===== config.mk =====
export PLATFORM = sky130hd
export DESIGN_NAME = haptic_pulse_pattern_sequencer
export DESIGN_NICKNAME = d
export VERILOG_FILES = /design/src/hpps_pkg.sv /design/src/hpps_cfg.sv /design/src/hpps_core.sv /design/src/haptic_pulse_pattern_sequencer.sv
export SDC_FILE = /design/constraint.sdc
export NUM_CORES = 1
export LEC_CHECK = 0
export ABC_AREA = 1
export BUFFER_PORTS_ARGS = -buffer_cell sky130_fd_sc_hd__clkbuf_2
export CELL_PAD_IN_SITES_DETAIL_PLACEMENT = 0
export CELL_PAD_IN_SITES_GLOBAL_PLACEMENT = 1
export CORE_MARGIN = 3
export CORE_UTILIZATION = 45
export CTS_CLUSTER_DIAMETER = 30
export DETAILED_ROUTE_END_ITERATION = 8
export GPL_ROUTABILITY_DRIVEN = 0
export HOLD_SLACK_MARGIN = 0.02
export PLACE_DENSITY_LB_ADDON = 0.08
export SETUP_SLACK_MARGIN = 0.1
export SYNTH_ARGS = -nofsm -noshare
export SYNTH_HDL_FRONTEND = slang
export SYNTH_SLANG_ARGS = --single-unit

===== constraint.sdc =====
create_clock -name aclk -period 6.29 [get_ports aclk]
set_clock_uncertainty 0.1 [all_clocks]
set_input_delay 0.3145 -clock aclk [delete_from_list [all_inputs] [get_ports aclk]]
set_output_delay 0.3145 -clock aclk [all_outputs]
set_load 0.03 [all_outputs]

===== src/hpps_pkg.sv =====
// Shared types, codes and constants for the haptic pulse pattern sequencer.
package hpps_pkg;

    localparam int unsigned DUTY_W  = 10;
    localparam int unsigned RAMP_W  = 10;
    localparam int unsigned HOLD_W  = 12;
    localparam int unsigned TOUT_W  = 16;
    localparam int unsigned SEG_W   = 4;
    localparam int unsigned CFG_IDX_W = 3;
    localparam int unsigned CFG_DATA_W = 16;

    // Request codes carried in s_tuser
    localparam logic [1:0] REQ_TICK  = 2'd0;
    localparam logic [1:0] REQ_LEVEL = 2'd1;
    localparam logic [1:0] REQ_OFF   = 2'd2;

    // Register indexes
    localparam logic [CFG_IDX_W-1:0] CFG_MAX_DUTY = 3'd0;
    localparam logic [CFG_IDX_W-1:0] CFG_RAMP     = 3'd1;
    localparam logic [CFG_IDX_W-1:0] CFG_SHORT    = 3'd2;
    localparam logic [CFG_IDX_W-1:0] CFG_LONG     = 3'd3;
    localparam logic [CFG_IDX_W-1:0] CFG_GAP      = 3'd4;
    localparam logic [CFG_IDX_W-1:0] CFG_TIMEOUT  = 3'd5;

    // Segment codes
    localparam logic [SEG_W-1:0] SEG_LAST_SINGLE = 4'd5;
    localparam logic [SEG_W-1:0] SEG_GAP         = 4'd6;
    localparam logic [SEG_W-1:0] SEG_SECOND      = 4'd7;
    localparam logic [SEG_W-1:0] SEG_LAST_DOUBLE = 4'd12;

    // Positions within one pulse
    localparam logic [SEG_W-1:0] POS_RISE_LO     = 4'd0;
    localparam logic [SEG_W-1:0] POS_RISE_MID    = 4'd1;
    localparam logic [SEG_W-1:0] POS_HOLD        = 4'd3;
    localparam logic [SEG_W-1:0] POS_FALL_MID    = 4'd4;
    localparam logic [SEG_W-1:0] POS_FALL_LO     = 4'd5;

    localparam logic [1:0] RANK_DOUBLE = 2'd2;
    localparam logic [1:0] RANK_LONG   = 2'd3;

    localparam logic [DUTY_W-1:0] DUTY_LIMIT = 10'd1000;
    localparam logic [TOUT_W-1:0] ELAPSED_MAX = 16'hFFFF;

    // floor(m*0.33) and floor(m*0.66) as m*C >> 20, exact for m <= 1000
    localparam int unsigned LVL_SHIFT = 20;
    localparam logic [19:0] LVL33_MUL = 20'd346031;
    localparam logic [19:0] LVL66_MUL = 20'd692061;

    // Reset values
    localparam logic [DUTY_W-1:0] RST_FULL  = 10'd800;
    localparam logic [DUTY_W-1:0] RST_L33   = 10'd264;
    localparam logic [DUTY_W-1:0] RST_L66   = 10'd528;
    localparam logic [RAMP_W-1:0] RST_RAMP  = 10'd30;
    localparam logic [HOLD_W-1:0] RST_SHORT = 12'd180;
    localparam logic [HOLD_W-1:0] RST_LONG  = 12'd450;
    localparam logic [HOLD_W-1:0] RST_GAP   = 12'd100;
    localparam logic [TOUT_W-1:0] RST_TOUT  = 16'd1000;

    typedef struct packed {
        logic [DUTY_W-1:0] full;
        logic [DUTY_W-1:0] l33;
        logic [DUTY_W-1:0] l66;
        logic [RAMP_W-1:0] ramp;
        logic [HOLD_W-1:0] short_hold;
        logic [HOLD_W-1:0] long_hold;
        logic [HOLD_W-1:0] gap;
        logic [TOUT_W-1:0] timeout;
    } cfg_t;

    typedef struct packed {
        logic [DUTY_W-1:0] duty;
        logic              active;
        logic              notice;
    } result_t;

endpackage


===== src/hpps_cfg.sv =====
// Configuration registers with duty levels precomputed at write time.
module hpps_cfg (
    input  logic                              aclk,
    input  logic                              aresetn,
    input  logic                              cfg_wen,
    input  logic [hpps_pkg::CFG_IDX_W-1:0]    cfg_index,
    input  logic [hpps_pkg::CFG_DATA_W-1:0]   cfg_wdata,
    output hpps_pkg::cfg_t                    cfg
);

    hpps_pkg::cfg_t cfg_reg;
    logic [hpps_pkg::DUTY_W-1:0] wr_duty;
    logic [hpps_pkg::DUTY_W-1:0] wr_full;
    logic [29:0] prod33;
    logic [29:0] prod66;

    assign wr_duty = cfg_wdata[hpps_pkg::DUTY_W-1:0];
    assign wr_full = (wr_duty > hpps_pkg::DUTY_LIMIT) ? hpps_pkg::DUTY_LIMIT : wr_duty;
    assign prod33  = 30'(wr_full) * 30'(hpps_pkg::LVL33_MUL);
    assign prod66  = 30'(wr_full) * 30'(hpps_pkg::LVL66_MUL);

    always_ff @(posedge aclk) begin
        if (!aresetn) begin
            cfg_reg.full       <= hpps_pkg::RST_FULL;
            cfg_reg.l33        <= hpps_pkg::RST_L33;
            cfg_reg.l66        <= hpps_pkg::RST_L66;
            cfg_reg.ramp       <= hpps_pkg::RST_RAMP;
            cfg_reg.short_hold <= hpps_pkg::RST_SHORT;
            cfg_reg.long_hold  <= hpps_pkg::RST_LONG;
            cfg_reg.gap        <= hpps_pkg::RST_GAP;
            cfg_reg.timeout    <= hpps_pkg::RST_TOUT;
        end else if (cfg_wen) begin
            unique case (cfg_index)
                hpps_pkg::CFG_MAX_DUTY: begin
                    cfg_reg.full <= wr_full;
                    cfg_reg.l33  <= prod33[hpps_pkg::LVL_SHIFT +: hpps_pkg::DUTY_W];
                    cfg_reg.l66  <= prod66[hpps_pkg::LVL_SHIFT +: hpps_pkg::DUTY_W];
                end
                hpps_pkg::CFG_RAMP:    cfg_reg.ramp       <= cfg_wdata[hpps_pkg::RAMP_W-1:0];
                hpps_pkg::CFG_SHORT:   cfg_reg.short_hold <= cfg_wdata[hpps_pkg::HOLD_W-1:0];
                hpps_pkg::CFG_LONG:    cfg_reg.long_hold  <= cfg_wdata[hpps_pkg::HOLD_W-1:0];
                hpps_pkg::CFG_GAP:     cfg_reg.gap        <= cfg_wdata[hpps_pkg::HOLD_W-1:0];
                hpps_pkg::CFG_TIMEOUT: cfg_reg.timeout    <= cfg_wdata;
                default: ;
            endcase
        end
    end

    assign cfg = cfg_reg;

endmodule


===== src/hpps_core.sv =====
// Pattern state registers and the single-pass next-state and result logic.
module hpps_core (
    input  logic              aclk,
    input  logic              aresetn,
    input  logic              step,
    input  logic [1:0]        req_type,
    input  logic [1:0]        level_rank,
    input  hpps_pkg::cfg_t    cfg,
    output hpps_pkg::result_t result
);

    logic                          busy_reg, busy_next;
    logic [1:0]                    pending_reg, pending_next;
    logic [1:0]                    playing_reg, playing_next;
    logic [hpps_pkg::SEG_W-1:0]    seg_reg, seg_next;
    logic [hpps_pkg::HOLD_W-1:0]   ticks_reg, ticks_next;
    logic [hpps_pkg::TOUT_W-1:0]   elapsed_reg, elapsed_next;
    logic [hpps_pkg::DUTY_W-1:0]   duty_reg, duty_next;
    logic                          notice;

    logic [hpps_pkg::TOUT_W-1:0]   elapsed_inc;
    logic [hpps_pkg::HOLD_W-1:0]   ticks_inc;
    logic [hpps_pkg::SEG_W-1:0]    pos_cur, seg_adv, pos_adv;
    logic [hpps_pkg::HOLD_W-1:0]   dur_raw, seg_len;
    logic [hpps_pkg::SEG_W-1:0]    seg_last;
    logic [hpps_pkg::DUTY_W-1:0]   adv_duty;

    assign elapsed_inc = (elapsed_reg == hpps_pkg::ELAPSED_MAX) ? elapsed_reg
                                                              : elapsed_reg + 1'b1;
    assign ticks_inc   = ticks_reg + 1'b1;
    assign pos_cur     = (seg_reg > hpps_pkg::SEG_GAP) ? seg_reg - hpps_pkg::SEG_SECOND
                                                       : seg_reg;
    assign seg_adv     = seg_reg + 1'b1;
    assign pos_adv     = (seg_adv > hpps_pkg::SEG_GAP) ? seg_adv - hpps_pkg::SEG_SECOND
                                                       : seg_adv;
    assign seg_last    = (playing_reg == hpps_pkg::RANK_DOUBLE) ? hpps_pkg::SEG_LAST_DOUBLE
                                                                : hpps_pkg::SEG_LAST_SINGLE;

    always_comb begin
        priority if (seg_reg == hpps_pkg::SEG_GAP) begin
            dur_raw = cfg.gap;
        end else if (pos_cur == hpps_pkg::POS_HOLD) begin
            dur_raw = (playing_reg == hpps_pkg::RANK_LONG) ? cfg.long_hold : cfg.short_hold;
        end else begin
            dur_raw = hpps_pkg::HOLD_W'(cfg.ramp);
        end
        seg_len = (dur_raw == '0) ? hpps_pkg::HOLD_W'(1) : dur_raw;
    end

    always_comb begin
        priority if (seg_adv == hpps_pkg::SEG_GAP) begin
            adv_duty = '0;
        end else if (pos_adv == hpps_pkg::POS_RISE_LO || pos_adv == hpps_pkg::POS_FALL_LO) begin
            adv_duty = cfg.l33;
        end else if (pos_adv == hpps_pkg::POS_RISE_MID
                     || pos_adv == hpps_pkg::POS_FALL_MID) begin
            adv_duty = cfg.l66;
        end else begin
            adv_duty = cfg.full;
        end
    end

    always_comb begin
        busy_next    = busy_reg;
        pending_next = pending_reg;
        playing_next = playing_reg;
        seg_next     = seg_reg;
        ticks_next   = ticks_reg;
        elapsed_next = elapsed_reg;
        duty_next    = duty_reg;
        notice       = 1'b0;
        unique case (req_type)
            hpps_pkg::REQ_TICK: begin
                if (busy_reg) begin
                    if (elapsed_inc > cfg.timeout) begin
                        // drop the pattern on timeout
                        busy_next    = 1'b0;
                        playing_next = '0;
                        seg_next     = '0;
                        ticks_next   = '0;
                        elapsed_next = '0;
                        duty_next    = '0;
                        notice       = 1'b1;
                    end else if (ticks_inc >= seg_len) begin
                        elapsed_next = elapsed_inc;
                        ticks_next   = '0;
                        if (seg_reg >= seg_last) begin
                            busy_next    = 1'b0;
                            playing_next = '0;
                            seg_next     = '0;
                            elapsed_next = '0;
                            duty_next    = '0;
                            notice       = 1'b1;
                        end else begin
                            seg_next  = seg_adv;
                            duty_next = adv_duty;
                        end
                    end else begin
                        elapsed_next = elapsed_inc;
                        ticks_next   = ticks_inc;
                    end
                end
            end
            hpps_pkg::REQ_LEVEL: begin
                if (level_rank != 2'd0) begin
                    if (busy_reg) begin
                        if (level_rank > pending_reg) pending_next = level_rank;
                    end else begin
                        busy_next    = 1'b1;
                        elapsed_next = '0;
                        playing_next = (level_rank > pending_reg) ? level_rank : pending_reg;
                        pending_next = '0;
                        seg_next     = '0;
                        ticks_next   = '0;
                        duty_next    = cfg.l33;
                    end
                end
            end
            hpps_pkg::REQ_OFF: begin
                busy_next    = 1'b0;
                playing_next = '0;
                seg_next     = '0;
                ticks_next   = '0;
                elapsed_next = '0;
                duty_next    = '0;
                notice       = 1'b1;
            end
            default: ;
        endcase
    end

    always_ff @(posedge aclk) begin
        if (!aresetn) begin
            busy_reg    <= 1'b0;
            pending_reg <= '0;
            playing_reg <= '0;
            seg_reg     <= '0;
            ticks_reg   <= '0;
            elapsed_reg <= '0;
            duty_reg    <= '0;
        end else if (step) begin
            busy_reg    <= busy_next;
            pending_reg <= pending_next;
            playing_reg <= playing_next;
            seg_reg     <= seg_next;
            ticks_reg   <= ticks_next;
            elapsed_reg <= elapsed_next;
            duty_reg    <= duty_next;
        end
    end

    assign result.duty   = duty_next;
    assign result.active = busy_next;
    assign result.notice = notice;

endmodule


===== src/haptic_pulse_pattern_sequencer.sv =====
// Top level of the haptic pulse pattern sequencer: stream ports and result register.
// A request's result appears on m_tdata in the cycle after it is accepted.
// One request is taken per cycle; s_tready drops only while a result waits unread.
// Each request updates the pattern state and builds its result in a single combinational pass.
// Reset (aresetn low, synchronous) clears the pattern state, empties the result
// register and loads the default register values.
module haptic_pulse_pattern_sequencer (
    input  logic                              aclk,
    input  logic                              aresetn,
    input  logic                              s_tvalid,
    output logic                              s_tready,
    input  logic [7:0]                        s_tdata,  // [1:0] level_rank
    input  logic [1:0]                        s_tuser,  // [1:0] req_type
    output logic                              m_tvalid,
    input  logic                              m_tready,
    output logic [15:0]                       m_tdata,  // [9:0] duty_permille, [10] active,
                                                        // [11] reset_notice
    input  logic                              cfg_wen,
    input  logic [hpps_pkg::CFG_IDX_W-1:0]    cfg_index,
    input  logic [hpps_pkg::CFG_DATA_W-1:0]   cfg_wdata
);

    hpps_pkg::cfg_t    cfg;
    hpps_pkg::result_t result;
    hpps_pkg::result_t out_reg;
    logic              out_valid_reg;
    logic              s_fire;
    logic [5:0]        unused_tdata;

    assign s_tready     = !out_valid_reg || m_tready;
    assign s_fire       = s_tvalid && s_tready;
    assign unused_tdata = s_tdata[7:2];

    hpps_cfg u_cfg (
        .aclk      (aclk),
        .aresetn   (aresetn),
        .cfg_wen   (cfg_wen),
        .cfg_index (cfg_index),
        .cfg_wdata (cfg_wdata),
        .cfg       (cfg)
    );

    hpps_core u_core (
        .aclk       (aclk),
        .aresetn    (aresetn),
        .step       (s_fire),
        .req_type   (s_tuser),
        .level_rank (s_tdata[1:0]),
        .cfg        (cfg),
        .result     (result)
    );

    always_ff @(posedge aclk) begin
        if (!aresetn) begin
            out_valid_reg <= 1'b0;
        end else if (s_fire) begin
            out_valid_reg <= 1'b1;
        end else if (m_tready) begin
            out_valid_reg <= 1'b0;
        end
    end

    always_ff @(posedge aclk) begin
        if (s_fire) begin
            out_reg <= result;
        end
    end

    assign m_tvalid = out_valid_reg;
    assign m_tdata  = {4'b0000, out_reg.notice, out_reg.active, out_reg.duty};

endmodule


==> results of run 1 <==
==> per-stage QoR <==
step	instances	area (sq um)	total power [mW]	util (%)	hold WS, ns
2_1_floorplan	1912	13730	3.616	-	0.3285
3_3_place_gp	2315	14350	4.594	48.03	0.3398
3_5_place_dp	2315	14350	4.599	48.03	0.3463
4_1_cts	2347	14940	5.674	50.00	0.02571
5_1_grt	2347	14940	6.256	50.00	0.07508
6_report	2347	14940	5.662	50.00	0.04801
==> placed cells by master (no fill, tap or decap), types with 4 or more instances in the layout <==
master	n
a211oi_1	10
a21o_1	7
a21oi_1	194
a22oi_1	10
a31oi_1	14
buf_4	29
clkbuf_16	17
clkbuf_2	41
conb_1	4
dfxtp_1	139
edfxtp_1	12
fa_1	80
ha_1	152
inv_1	342
inv_2	9
nand2_1	373
nand2_2	9
nand2_4	4
nand3_1	85
nand3_2	21
nand4_1	10
nor2_1	143
nor2_2	6
nor3_1	24
nor4_1	7
o211ai_1	24
o21a_1	5
o21ai_0	111
o22ai_1	10
o31ai_1	4
or2_2	4
xnor2_1	4
xor2_1	14
==> synth_stat cells (5+ instances only) <==
cell type / n / area, sq um
a211oi_1: 10 / 75.07
a21o_1: 7 / 52.55
a21oi_1: 194 / 970.9
a22oi_1: 10 / 75.07
a31oi_1: 14 / 87.58
buf_4: 6 / 45.04
buf_6: 5 / 56.30
clkbuf_1: 37 / 138.9
dfxtp_1: 139 / 2783
edfxtp_1: 12 / 360.4
fa_1: 80 / 1602
ha_1: 152 / 1902
inv_1: 342 / 1284
inv_2: 9 / 33.78
nand2_1: 373 / 1400
nand2_2: 9 / 56.30
nand3_1: 85 / 425.4
nand3_2: 21 / 210.2
nand4_1: 10 / 62.56
nor2_1: 144 / 540.5
nor2_2: 5 / 31.28
nor3_1: 24 / 120.1
nor4_1: 7 / 43.79
o211ai_1: 24 / 180.2
o21a_1: 5 / 37.54
o21ai_0: 111 / 555.5
o22ai_1: 10 / 62.56
xor2_1: 14 / 122.6
==> worst paths after layout <==
check | cells after the start | slack [ns] | end
worst min register to register | 2 | 0.36 | u_cfg.cfg[18]$_SDFFE_PN1P_
worst min-delay path | 3 | 0.05 | u_cfg.cfg[13]$_SDFFE_PN0P_
worst max register to register | 21 | 1.42 | u_core.seg_reg[3]$_SDFFE_PN0P_
worst max-delay path | 28 | 0.65 | u_cfg.cfg[72]$_SDFFE_PN0P_
==> cell type report <==
cell class,count,area share (%)
multi-input cells,1350,60.03
repair buffers,70,2.831
well taps,390,3.267
clock inverters,12,0.9465
inverters,354,8.895
clock buffers,20,2.990
flip-flops and latches,151,21.04
==> critical path, delay by kind of cell <==
kind / cells / cell delay (ns)
compound gates: 6 / 0.92
simple gates: 6 / 0.93
buf+inv: 9 / 0.84
fa+ha+maj: 7 / 2.88
==> cell families (layout without fill, tap and decap cells) <==
kind of cell    count (synthesis)  count (layout)
simple gates                  695             695
other cells                     1               4
flops                         151             151
fa+ha+maj                     232             232
mux                             1               1
compound gates                400             400
xor+xnor                       18              18
buf+inv                       411             456
==> metal layers <==
layer  part of all wire [%]  vias to the layer above  global-route usage [%]  wire length [um]
met5                      0                        -                       0                 0
met4                    2.2                        0                   6.663               851
met3                    3.6                       51                   3.391              1403
met2                     47                      255                   40.66             18140
met1                     47                     5736                   33.26             18340
li1                       -                     6252                       -                 -
==> power by group <==
group | switching, mW | internal [mW]
registers | 0.0218 | 1.01
logic | 2.39 | 1.20
clock network | 0.444 | 0.601
total | 2.85 | 2.81
==> flow_metrics.tcl, run 1 <==
set metrics [dict create \
    avgViaCountPerCell 5.238 \
    ir_worst_vdd_mv 0.3029 \
    regArea_sq_um 3143 \
    drtPass1Iterations 5 \
    slowest_delay_ns 0.55 \
    drt_iter0_drc 840 \
    cts_post_setup_buffers_inserted 0 \
    synthXorXnorAreaFrac_pct 1.149 \
    finalCritPeriodShare_pct 89.71 \
    wl_um 38740 \
    p_leak_nw 7.463 \
    die_area_sq_um 32620 \
    cts_root_buf "clkbuf_16" \
    path_class "primary input to flop" \
    synth_edf_count 12 \
    crit_path_end_kind "flop" \
    pre_cts_slack_ns 0.2886 \
    nNetsFinal 2210 \
    syn_inst 1909 \
    numClockSinks 151 \
    synth_cell_types 53 \
    crit_fanout 6 \
    die_x_um 180.6 \
    syn_area_sq_um 13720 \
    ys_seq_area_share_pct 22.91 \
    fin_ws_ns 0.6470 \
    setup_viol 0 \
    largest_reg_flops 91 \
    synth_area_per_cell_sq_um 7.187 \
    synth_top_family_by_area "adder cells" \
    critPathArrivalTime_ns 5.88 \
    critPathLaunch "cfg_wdata[8]" \
    yosysWarnings 0 \
    h-tree-depth 4 \
    ioPinCount 52 \
    startpoint_type "primary input" \
    antenna_cells 0 \
    clock_path_buffers 2 \
    grt_pass1_wl_um 64030 \
    synth-compound-area-share_pct 16.25 \
    relSlewSlack_pct 18.30 \
    fmax_mhz 177.2 \
    finalHoldViolations 0 \
    crit_top_cell "inv_1" \
    insertion_delay_ns 0.45 \
    rsz0062_at_grt "false" \
    drtAntennaViolNets 0 \
    num_rows 63 \
    grt_pass1_vias 12150 \
    cts_tree "done" \
    clk_pin_slew_ns 0.07 \
    async_flop_share_pct 0 \
    initial_utilization_pct 45.92 \
    worst_pin_slew_ns 1.225 \
    worstHoldStart "cfg_wdata[13]" \
    muxShareOfSynthArea_pct 0.08208 \
    die_y_um 180.6 \
    period_needed_ns 5.643 \
    grt_use_total_pct 24.37 \
    multi_input_area_sq_um 8967 \
    yosys.area_share.adder_pct 25.54 \
    yosys.area_share.simple_pct 22.22 \
    wire_per_inst_um 16.51 \
    antenna_found_initial 0 \
    crit_slowest_cell "fa_1" \
    ys_ff_latch 151 \
    drv_cap 0 \
    vias 12290 \
    drv_slew 0 \
    io_buffers 41 \
    synthFlopType "dfxtp_1" \
    status "complete, no violations" \
    fillCellCount 3020 \
    grt_max_degree 82 \
    power_density_nw_per_um2 379.0 \
    drive_gt1_share_pct 8.380 \
    drcViolationCount 0 \
    syn_to_final_growth_pct 8.883 \
    cts_buffers 17 \
    required_ns 6.53 \
    hold_buffers 0 \
    fin_setup_tns_ns 0 \
    dp.final_hpwl_um 30810 \
    postCtsResizedCells 0 \
    grt_overflow 0 \
    hp-class "primary input to flop" \
    reg2reg_from "u_core.seg_reg[0]$_SDFFE_PN0P_" \
    core_area_sq_um 29870 \
]
Note: power is estimated with default switching activity, not from simulation.
==> run 2, diff against run 1 <==
--- a/config.mk
+++ b/config.mk
@@ -5,7 +5,6 @@
 export SDC_FILE = /design/constraint.sdc
 export NUM_CORES = 1
 export LEC_CHECK = 0
-export ABC_AREA = 1
 export BUFFER_PORTS_ARGS = -buffer_cell sky130_fd_sc_hd__clkbuf_2
 export CELL_PAD_IN_SITES_DETAIL_PLACEMENT = 0
 export CELL_PAD_IN_SITES_GLOBAL_PLACEMENT = 1
==> flow_metrics.tcl, run 2 <==
set metrics [dict create \
    synth.top_cell.area_share_pct 21.12 \
    antenna_cells 0 \
    syn_to_final_growth_pct 10.62 \
    ioPinCount 52 \
    initial_utilization_pct 45.79 \
    worst_pin_slew_ns 1.207 \
    worstHoldStart "cfg_wdata[10]" \
    grt_max_degree 73 \
    rsz0062_at_grt "false" \
    clock_path_buffers 2 \
    clk_pin_slew_ns 0.08 \
    numClockSinks 151 \
    drt_iter0_drc 748 \
    p_leak_nw 6.725 \
    dp.final_hpwl_um 27720 \
    power_density_nw_per_um2 340.8 \
    antenna_found_initial 0 \
    synthFlopType "dfxtp_1" \
    synth_most_common_cell "nand2_1" \
    crit_slowest_cell "o31ai_1" \
    grt_pass1_wl_um 58910 \
    yosys.area_share.simple_pct 17.94 \
    core_area_sq_um 28780 \
    wl_um 36600 \
    finalCritPeriodShare_pct 92.42 \
    cts_post_setup_buffers_inserted 0 \
    ff2ff_path_depth 15 \
    min_to "u_cfg.cfg[10]$_SDFFE_PN0P_" \
    io_buffers 41 \
    period_needed_ns 5.813 \
    worst-path-buf-inv 4 \
    synth_common_cells "nand2_1, inv_1, ha_1" \
    rr_endpoint "u_core.ticks_reg[2]$_SDFFE_PN0P_" \
    crit_fanout 5 \
    die_x_um 177.1 \
    status "complete, no violations" \
    fillCellCount 2798 \
    crit_family "adder cells" \
    vias 11210 \
    required_ns 6.47 \
    fmax_mhz 172.0 \
    postCtsResizedCells 0 \
    layout_commonest_cell "nand2_1" \
    setup_viol 0 \
    synth_cell_types 79 \
    synthXorXnorAreaFrac_pct 1.937 \
    grt_pass1_vias 10590 \
    critPathArrivalTime_ns 5.99 \
    die_y_um 177.1 \
    num_rows 62 \
    synth-compound-area-share_pct 18.49 \
    holdPathStages 3 \
    cts_root_buf "clkbuf_16" \
    slowest_delay_ns 0.77 \
    ys_seq_area_share_pct 23.85 \
    die_area_sq_um 31370 \
    layout_common_cells "nand2_1, inv_1, ha_1, dfxtp_1, a21oi_1" \
    drtAntennaViolNets 0 \
    avgViaCountPerCell 5.536 \
    relSlewSlack_pct 18.92 \
    synth_edf_count 12 \
    crit_path_end_kind "flop" \
    hp-class "primary input to flop" \
    drive_gt1_share_pct 9.080 \
    ys_ff_latch 151 \
    drtPass1Iterations 5 \
    fin_setup_tns_ns 0 \
    grt_use_total_pct 23.69 \
    syn_area_sq_um 13180 \
    synth_top_area_cell "dfxtp_1" \
    insertion_delay_ns 0.44 \
    cts_buffers 17 \
    synth_area_per_cell_sq_um 8.283 \
    h-tree-depth 4 \
    fin_ws_ns 0.4768 \
    rrSetupSlack_ns 1.04 \
    yosys-top-cells-area "dfxtp_1, ha_1, fa_1" \
    crit_top_cell "fa_1" \
    async_flop_share_pct 0 \
    drcViolationCount 0 \
    yosysWarnings 0 \
    hold_buffers 4 \
    yosys.area_share.adder_pct 26.59 \
    ir_worst_vdd_mv 0.2699 \
    wire_per_inst_um 18.08 \
    muxShareOfSynthArea_pct 3.257 \
    pre_cts_slack_ns 0.06680 \
    drv_slew 0 \
    cts_tree "done" \
    reg2reg_from "u_core.seg_reg[0]$_SDFFE_PN0P_" \
    drv_cap 0 \
    path_class "primary input to flop" \
    largest_reg_flops 91 \
    nNetsFinal 1894 \
    startpoint_type "primary input" \
    syn_inst 1591 \
    grt_overflow 0 \
    finalHoldViolations 0 \
    synth_top_family_by_area "adder cells" \
    cp_cell_sequence "clkbuf_2 -> ha_1 -> and4_1 -> o21ai_0 -> buf_4 -> and2_1 -> fa_1 -> fa_1 -> inv_1 -> fa_1 -> fa_1 -> fa_1 -> inv_1 -> ha_1 -> o21ai_0 -> o21bai_1 -> a21oi_1 -> o31ai_1 -> a21boi_0 -> xnor2_1 -> o211ai_1" \
]
[run 2: changes by cell type in the layout (fill, tap and decap cells not counted), sizes merged, moves of 15 or more]
cell	delta
nand2b	+17
a32oi	+18
mux2i	+35
and3	+18
nor2	-75
nand4	+15
a21oi	-66
o21ai	-59
nand2	-164
inv	-165
nand3	-48
buf	+22
[run 2: worst max-delay path by stage]
stage | endpoint | start | depth (start not counted) | slack, ns
finish | u_cfg.cfg[66]$_SDFFE_PN1P_ | cfg_wdata[8] | 21 | 0.48
global route | u_cfg.cfg[62]$_SDFFE_PN0P_ | cfg_wdata[8] | 22 | 0.18
CTS | u_cfg.cfg[73]$_SDFFE_PN0P_ | cfg_wdata[9] | 22 | 0.49
detailed placement | u_cfg.cfg[66]$_SDFFE_PN1P_ | cfg_wdata[9] | 22 | 0.07
global placement | u_cfg.cfg[73]$_SDFFE_PN0P_ | cfg_wdata[9] | 22 | 0.05
floorplan | u_cfg.cfg[75]$_SDFFE_PN1P_ | cfg_wdata[0] | 19 | 0.45
[run 2: tightest hold or removal path: cells and delay by family]
| kind | cells | cell delay [ns] |
|---|---|---|
| compound gates | 1 | 0.05 |
| buf+inv | 1 | 0.13 |
| simple gates | 1 | 0.07 |
[run 2: routing by layer]
layer | track usage, % | vias up | wire length [um]
li1 | - | 5614 | -
met1 | 35.99 | 5346 | 18530
met2 | 37.18 | 242 | 16470
met3 | 2.424 | 9 | 1431
met4 | 3.404 | 0 | 176
met5 | 0 | - | 0
[run 2: cells by family (layout without fill, tap and decap cells)]
family,Yosys count,count (layout)
adder cells (fa/ha/maj),232,232
AO/OA/AOI/OAI,366,366
buffers and inverters,265,312
AND/OR/NAND/NOR,507,507
XOR/XNOR,27,27
flip-flops,151,151
other,1,4
multiplexers,42,42
[run 2: area by class of cell]
cell class	count	area, sq um	area share, %
Clock buffer	17	425.4	2.918
Multi-Input combinational cell	1178	9016	61.85
Inverter	184	690.7	4.738
Tap cell	384	480.5	3.296
Sequential cell	151	3143	21.56
Clock inverter	15	193.9	1.330
Timing Repair Buffer	96	628.1	4.309
[run 2: power by group]
| part | internal (mW) | leakage [nW] | switching (mW) |
|---|---|---|---|
| sequential | 1.01 | 1.25 | 0.0248 |
| combinational | 1.14 | 5.18 | 1.72 |
| clock | 0.546 | 0.300 | 0.537 |
[run 2: metrics by stage]
| step | cells | utilization [%] | hold WS [ns] | power, mW | cell area, sq um |
|---|---|---|---|---|---|
| floorplan | 1594 | - | 0.3332 | 3.093 | 13190 |
| global placement | 1989 | 48.36 | 0.3406 | 3.878 | 13920 |
| detailed placement | 1989 | 48.36 | 0.3445 | 3.897 | 13920 |
| CTS | 2025 | 50.65 | 0.07713 | 5.006 | 14580 |
| global route | 2025 | 50.65 | 0.07102 | 5.447 | 14580 |
| finish | 2025 | 50.65 | 0.08168 | 4.968 | 14580 |
